**src/hdl/sps_pkg.sv**
```systemverilog
// types, character codes and phase tables for the stepper phase sequencer
// no dependencies
`default_nettype none

package sps_pkg;

  typedef enum logic [1:0] {
    RUN_STOP = 2'd0,
    RUN_FWD  = 2'd1,
    RUN_BWD  = 2'd2
  } run_req_t;

  typedef enum logic [1:0] {
    MODE_NONE = 2'd0,
    MODE_FULL = 2'd1,
    MODE_HALF = 2'd2,
    MODE_WAVE = 2'd3
  } mode_t;

  localparam logic [7:0] CH_FWD    = 8'h61;  // a
  localparam logic [7:0] CH_BWD    = 8'h64;  // d
  localparam logic [7:0] CH_STOP   = 8'h73;  // s
  localparam logic [7:0] CH_FULL   = 8'h65;  // e
  localparam logic [7:0] CH_HALF   = 8'h71;  // q
  localparam logic [7:0] CH_WAVE   = 8'h77;  // w
  localparam logic [7:0] CH_SINGLE = 8'h7a;  // z
  localparam logic [7:0] CH_ZERO   = 8'h30;
  localparam logic [7:0] CH_ONE    = 8'h31;
  localparam logic [7:0] CH_NINE   = 8'h39;

  localparam logic [4:0] TICK_MAX  = 5'd31;
  localparam logic [4:0] HOLD_MIN  = 5'd1;

  localparam int OUT_W = 16;

  // hold ticks for digits one to nine: 18, 16, ... 2
  function automatic logic [4:0] hold_for_digit(input logic [3:0] d);
    logic [4:0] h;
    case (d)
      4'd1:    h = 5'd18;
      4'd2:    h = 5'd16;
      4'd3:    h = 5'd14;
      4'd4:    h = 5'd12;
      4'd5:    h = 5'd10;
      4'd6:    h = 5'd8;
      4'd7:    h = 5'd6;
      4'd8:    h = 5'd4;
      4'd9:    h = 5'd2;
      default: h = 5'd1;
    endcase
    return h;
  endfunction

  function automatic logic [2:0] last_phase(input mode_t m);
    return (m == MODE_HALF) ? 3'd7 : 3'd3;
  endfunction

  function automatic logic [3:0] coil_lookup(input mode_t m, input logic bwd,
                                             input logic [2:0] ph);
    logic [3:0] c;
    c = 4'h0;
    case (m)
      MODE_FULL: begin
        case (ph[1:0])
          2'd0:    c = bwd ? 4'h3 : 4'h9;
          2'd1:    c = bwd ? 4'h6 : 4'hC;
          2'd2:    c = bwd ? 4'hC : 4'h6;
          default: c = bwd ? 4'h9 : 4'h3;
        endcase
      end
      MODE_HALF: begin
        case (ph)
          3'd0:    c = 4'h1;
          3'd1:    c = bwd ? 4'h3 : 4'h9;
          3'd2:    c = bwd ? 4'h2 : 4'h8;
          3'd3:    c = bwd ? 4'h6 : 4'hC;
          3'd4:    c = 4'h4;
          3'd5:    c = bwd ? 4'hC : 4'h6;
          3'd6:    c = bwd ? 4'h8 : 4'h2;
          default: c = bwd ? 4'h9 : 4'h3;
        endcase
      end
      MODE_WAVE: begin
        case (ph[1:0])
          2'd0:    c = 4'h1;
          2'd1:    c = bwd ? 4'h2 : 4'h8;
          2'd2:    c = 4'h4;
          default: c = bwd ? 4'h8 : 4'h2;
        endcase
      end
      default: c = 4'h0;
    endcase
    return c;
  endfunction

endpackage

`default_nettype wire

```
**src/hdl/stepper_phase_sequencer.sv**
```systemverilog
// stepper_phase_sequencer: top level, command decode, phase timing and result register
// depends on sps_pkg
//
// usage:
// the slave channel carries one item per transfer: s_axis_tuser is 0 for a
// one millisecond tick and 1 for a received command byte in s_axis_tdata.
// every accepted item produces exactly one transfer on the master channel
// with the coil drive bits, led level, echo of the byte, help flag and the
// running status as they stand after that item.
// the result is valid in the cycle after the input transfer. one item is
// taken per cycle while the receiver keeps up: the state update and the result
// are computed in the accepting cycle and land in a single output register.
// when the receiver stalls with a result held, s_axis_tready drops until
// the result is taken; nothing is lost or repeated.
// synchronous reset stops the motor, clears the mode, sets the hold time to
// one tick, clears the led and empties the output register.
`default_nettype none

module stepper_phase_sequencer (
  input  wire logic        clk,
  input  wire logic        rst,
  input  wire logic        s_axis_tvalid,
  output      logic        s_axis_tready,
  input  wire logic [7:0]  s_axis_tdata,   // cmd_byte
  input  wire logic        s_axis_tuser,   // opcode
  output      logic        m_axis_tvalid,
  input  wire logic        m_axis_tready,
  output      logic [sps_pkg::OUT_W-1:0] m_axis_tdata,
  // coil_pattern[3:0], led_on[4], echo_byte[12:5], help_flag[13], running[14], zero[15]
  output      logic        m_axis_tuser    // echo_valid
);

  sps_pkg::run_req_t run_request, run_request_next;
  sps_pkg::mode_t    mode_request, mode_request_next;
  sps_pkg::mode_t    active_mode, active_mode_next;
  logic [4:0] hold_ticks, hold_ticks_next;
  logic [4:0] tick_count, tick_count_next;
  logic [2:0] phase_index, phase_index_next;
  logic       single_pass, single_pass_next;
  logic       active, active_next;
  logic       active_direction, active_direction_next;
  logic       led_level, led_level_next;
  logic       led_pin, led_pin_next;
  logic       help;
  logic       xfer;
  logic [sps_pkg::OUT_W-1:0] result;

  assign s_axis_tready = !m_axis_tvalid || m_axis_tready;
  assign xfer          = s_axis_tvalid && s_axis_tready;

  always_comb begin
    logic [4:0] tinc;
    logic       keep;
    run_request_next      = run_request;
    mode_request_next     = mode_request;
    active_mode_next      = active_mode;
    hold_ticks_next       = hold_ticks;
    tick_count_next       = tick_count;
    phase_index_next      = phase_index;
    single_pass_next      = single_pass;
    active_next           = active;
    active_direction_next = active_direction;
    led_level_next        = led_level;
    led_pin_next          = led_pin;
    help                  = 1'b0;
    tinc                  = (tick_count < sps_pkg::TICK_MAX) ? tick_count + 5'd1 : tick_count;
    keep                  = 1'b0;

    if (s_axis_tuser) begin
      case (s_axis_tdata)
        sps_pkg::CH_FWD: begin
          run_request_next = sps_pkg::RUN_FWD;
          led_pin_next     = 1'b1;
        end
        sps_pkg::CH_BWD: begin
          run_request_next = sps_pkg::RUN_BWD;
          led_pin_next     = 1'b1;
        end
        sps_pkg::CH_STOP: begin
          run_request_next = sps_pkg::RUN_STOP;
          led_pin_next     = 1'b0;
        end
        sps_pkg::CH_FULL:   mode_request_next = sps_pkg::MODE_FULL;
        sps_pkg::CH_HALF:   mode_request_next = sps_pkg::MODE_HALF;
        sps_pkg::CH_WAVE:   mode_request_next = sps_pkg::MODE_WAVE;
        sps_pkg::CH_SINGLE: single_pass_next  = 1'b1;
        sps_pkg::CH_ZERO:   hold_ticks_next   = sps_pkg::HOLD_MIN;
        default: begin
          if (s_axis_tdata >= sps_pkg::CH_ONE && s_axis_tdata <= sps_pkg::CH_NINE) begin
            hold_ticks_next = sps_pkg::hold_for_digit(s_axis_tdata[3:0]);
          end else begin
            help = 1'b1;
          end
        end
      endcase
    end else if (active) begin
      if (tinc < hold_ticks) begin
        tick_count_next = tinc;
      end else begin
        tick_count_next = 5'd0;
        if (phase_index != sps_pkg::last_phase(active_mode)) begin
          phase_index_next = phase_index + 3'd1;
        end else begin
          phase_index_next = 3'd0;
          led_level_next   = !led_level;
          led_pin_next     = !led_level;
          if (single_pass) begin
            run_request_next = sps_pkg::RUN_STOP;
            single_pass_next = 1'b0;
          end
          keep = (run_request_next == sps_pkg::RUN_FWD && !active_direction) ||
                 (run_request_next == sps_pkg::RUN_BWD && active_direction);
          if (!keep) begin
            active_next = 1'b0;
          end
        end
      end
    end

    // start rule after every item
    if (!active_next &&
        (run_request_next == sps_pkg::RUN_FWD || run_request_next == sps_pkg::RUN_BWD) &&
        mode_request_next != sps_pkg::MODE_NONE) begin
      active_next           = 1'b1;
      active_direction_next = (run_request_next == sps_pkg::RUN_BWD);
      active_mode_next      = mode_request_next;
      phase_index_next      = 3'd0;
      tick_count_next       = 5'd0;
    end
  end

  always_comb begin
    result        = '0;
    result[3:0]   = active_next ?
                    sps_pkg::coil_lookup(active_mode_next, active_direction_next,
                                         phase_index_next) : 4'h0;
    result[4]     = led_pin_next;
    result[12:5]  = s_axis_tuser ? s_axis_tdata : 8'h00;
    result[13]    = s_axis_tuser && help;
    result[14]    = active_next;
  end

  always_ff @(posedge clk) begin
    if (rst) begin
      run_request      <= sps_pkg::RUN_STOP;
      mode_request     <= sps_pkg::MODE_NONE;
      active_mode      <= sps_pkg::MODE_NONE;
      hold_ticks       <= sps_pkg::HOLD_MIN;
      tick_count       <= 5'd0;
      phase_index      <= 3'd0;
      single_pass      <= 1'b0;
      active           <= 1'b0;
      active_direction <= 1'b0;
      led_level        <= 1'b0;
      led_pin          <= 1'b0;
      m_axis_tvalid    <= 1'b0;
    end else begin
      if (xfer) begin
        run_request      <= run_request_next;
        mode_request     <= mode_request_next;
        active_mode      <= active_mode_next;
        hold_ticks       <= hold_ticks_next;
        tick_count       <= tick_count_next;
        phase_index      <= phase_index_next;
        single_pass      <= single_pass_next;
        active           <= active_next;
        active_direction <= active_direction_next;
        led_level        <= led_level_next;
        led_pin          <= led_pin_next;
        m_axis_tvalid    <= 1'b1;
      end else if (m_axis_tready) begin
        m_axis_tvalid    <= 1'b0;
      end
    end
  end

  // result payload
  always_ff @(posedge clk) begin
    if (xfer) begin
      m_axis_tdata <= result;
      m_axis_tuser <= s_axis_tuser;
    end
  end

endmodule

`default_nettype wire

```
**config.mk**
```make
export PLATFORM = sky130hd
export DESIGN_NAME = stepper_phase_sequencer
export DESIGN_NICKNAME = d
export VERILOG_FILES = /design/src/hdl/sps_pkg.sv /design/src/hdl/stepper_phase_sequencer.sv
export SDC_FILE = /design/constraint.sdc
export NUM_CORES = 1
export LEC_CHECK = 0
export ABC_AREA = 1
export BUFFER_PORTS_ARGS = -buffer_cell sky130_fd_sc_hd__buf_2
export CORE_UTILIZATION = 50
export DETAILED_ROUTE_END_ITERATION = 7
export MAX_ROUTING_LAYER = met4
export PLACE_DENSITY = 0.73
export SLEW_MARGIN = 15
export SYNTH_ARGS = -nofsm -noshare
export SYNTH_HDL_FRONTEND = slang
export SYNTH_SLANG_ARGS = --single-unit
```
**constraint.sdc**
```tcl
create_clock -name clk -period 4.1 [get_ports clk]
set_clock_uncertainty 0.05 [all_clocks]
set_input_delay 0.615 -clock clk [delete_from_list [all_inputs] [get_ports clk]]
set_output_delay 0.615 -clock clk [all_outputs]
set_load 0.1 [all_outputs]
```
==> impl_metrics.json <==
{
  "sequential_cell_area_um2": 985.9,
  "via_count_normalized_by_instance_count": 5.293,
  "layout_common_cells": "nand2_1 (79), inv_1 (57), buf_2 (30)",
  "final_layout_size_suffix_gt1_share_pct": 26.06,
  "setup-tns-final_ns": 0,
  "maxCapViolCount": 0,
  "number_of_clock_sinks": 41,
  "layout.nets": 457,
  "cpMaxStageDelayCell": "dfxtp_4",
  "globalRouteOverflowTotal": 0,
  "cp.arrival_ns": 3.91,
  "io_buffer_count": 30,
  "ys_ff_latch": 41,
  "clk_pin_slew_ns": 0.09,
  "period_needed_ns": 3.914,
  "worstMarginPinSlew_ns": 1.067,
  "die_height_um": 77.29,
  "grt_antenna_before_repair": 0,
  "kind_of_start_point_of_the_critical_path": "flip-flop",
  "area.growth.synth_to_final_pct": 16.91,
  "drt_pre_antenna_iters": 5,
  "timing.fmax_mhz": 255.5,
  "vdd_ir_max_mv": 0.2019,
  "worst_slack_ns": 0.1864,
  "clk_path_buf_depth": 2,
  "criticalPathCategory": "reg2reg",
  "num_vias": 2636,
  "final-max-slew-violation-count": 0,
  "cts-root-buf": "clkbuf_8",
  "slowest_delay_ns": 0.38,
  "async_reset_ff_share_pct": 0,
  "crit_buf_inv": 4,
  "avgSynthCellArea_um2": 7.304,
  "synth-warning-count": 0,
  "mostFrequentLayoutCell": "nand2_1",
  "detailed_router_s_first_iteration_violation_count": 209,
  "pin_count_of_the_biggest_net_entering_global_routing": 33,
  "power_per_cell_area_nw_per_um2": 352.3,
  "postPlaceCellArea_um2": 3060,
  "htree_levels": 2,
  "route.antenna.remaining_nets": 0,
  "fp.dieArea_um2": 5973,
  "floorplan.rows": 27,
  "critical_path_required_ns": 4.10,
  "routedWlPerCell_um": 12.80,
  "yosys_most_used_dff": "dfxtp_1",
  "ctsHoldBuffers": 0,
  "synth_fp_nets": 420,
  "route.detailed.drc": 0,
  "grt_pass1_vias": 2456,
  "hpwlAfterDp_mm": 4.679,
  "fp.dieW_um": 77.29,
  "tritoncts": "done",
  "gr-usage-all-layers_pct": 22.58,
  "timing.final.setup_violations": 0,
  "antenna_diode_instance_count": 0,
  "boundaryPins": 32,
  "final_routed_wirelength_across_all_metal_layers_mm": 6.373,
  "crit_path_most_repeated_cell": "nand2_1",
  "status": "finished clean",
  "number_of_buffers_created_by_cts": 5,
  "static-leakage-power_uw": 0.001563,
  "num-fill-cells": 522,
  "area_used_by_multi_input_combinational_logic_um2": 1652,
  "syn-cell-area_um2": 2834,
  "critPathMaxFanout": 6,
  "synth_seq_area_share_pct": 34.61,
  "timing.hold.worst.class": "reg2reg",
  "ys_types": 33,
  "final_hold_vio_count": 0,
  "core_region_area_um2": 5473,
  "pre_cts_ws_ns": 0.09763,
  "finish.utilization_pct": 60.54,
  "grt_pass1_wl_mm": 10.63,
  "cpLargestDelayFamily": "simple AND/OR/NAND/NOR gates",
  "post-route-period-util_pct": 95.45,
  "initial_core_util_pct": 51.78,
  "stdcell_area_um2": 3313,
  "clk-insertion-delay-late_ns": 0.30,
  "gpl.final_weighted_congestion": 0.8948,
  "endpoint_type_of_the_worst_setup_path": "flip-flop",
  "slew_headroom_pct": 28.81,
  "synth-edff-count": 16,
  "syn_inst": 388,
  "timing.hold.ws_ns": 0.4364
}
## path summary, 6_finish.rpt
kind         slack [ns]     startpoint  cells after the start               to
max reg2reg        0.19  tick_count[0]                     28  m_axis_tdata[1]
min reg2reg        0.44      led_level                      2        led_level
min                0.44      led_level                      2        led_level
max                0.19  tick_count[0]                     28  m_axis_tdata[1]
## synthesized netlist by cell type (4+ instances only)
library cell  count  area share, %
a211oi_1          4            1.1
a21oi_1          29            5.1
a31oi_1           6            1.3
clkbuf_1          5           0.66
dfxtp_1          25             18
edfxtp_1         16             17
ha_1             19            8.4
inv_1            60            7.9
inv_2             8            1.1
nand2_1          81             11
nand2_2          12            2.6
nand2_4           5            2.0
nand3_1          25            4.4
nand3_2           7            2.5
nand4_1           6            1.3
nor2_1           22            2.9
nor2_2            4           0.88
nor3_1            4           0.71
o211ai_1          5            1.3
o21ai_0          27            4.8
## logic make-up after synthesis
| group | after synthesis | share of synthesized area, % |
|---|---|---|
| compound gates | 77 | 15.10 |
| flops | 41 | 34.61 |
| other cells | 1 | 0.1323 |
| buf+inv | 77 | 10.91 |
| fa+ha+maj | 19 | 8.389 |
| xor+xnor | 1 | 0.3091 |
| simple gates | 172 | 30.55 |
## metrics by stage
step / power [uW] / cells
2_1_floorplan: 744.7 / 388
3_3_place_gp: 808.7 / 485
3_5_place_dp: 816.6 / 485
4_1_cts: 1138 / 493
5_1_grt: 1229 / 498
6_report: 1167 / 498
## state kept, by name, summed over array words and instances, names as in the netlist, 2 cells and up
register,cells
active_mode,2
mode_request,2
m_axis_tdata,15
tick_count,5
hold_ticks,5
run_request,2
phase_index,3
## cell type report
class | count | area share [%]
clock buffers | 5 | 2.077
clock inverters | 3 | 1.246
inverters | 68 | 7.779
multi-input cells | 270 | 49.85
flip-flops and latches | 41 | 29.76
well taps | 72 | 2.719
repair buffers | 39 | 6.571
## per-layer routing
layer  GRT usage, %  share of wire, %  vias up
met1          28.42                46     1211
met3          3.929               4.2       10
met4          7.736               1.3        0
met2          36.37                49       68
li1               -                 -     1347
met5              -                 0        -
## power by group
group	total [uW]	switching, uW	internal (uW)
Combinational	379	271	108
Sequential	464	14.9	449
Clock	324	145	179
Total	1170	431	736
## worst reg2reg max path, delay by kind of cell, from the launching register on
family / cells / cell delay, ns
flip-flops: 1 / 0.38
AND/OR/NAND/NOR: 17 / 1.86
XOR/XNOR: 1 / 0.12
AO/OA/AOI/OAI: 2 / 0.13
buffers and inverters: 4 / 0.28
adder cells (fa/ha/maj): 4 / 0.86
## what timing repair did
item,in CTS,in global routing
hold endpoints to repair,0,0
resized for setup,0,27
setup buffers,0,5
endpoints found under the setup margin,0,4
(Power assumes the default switching activity.)
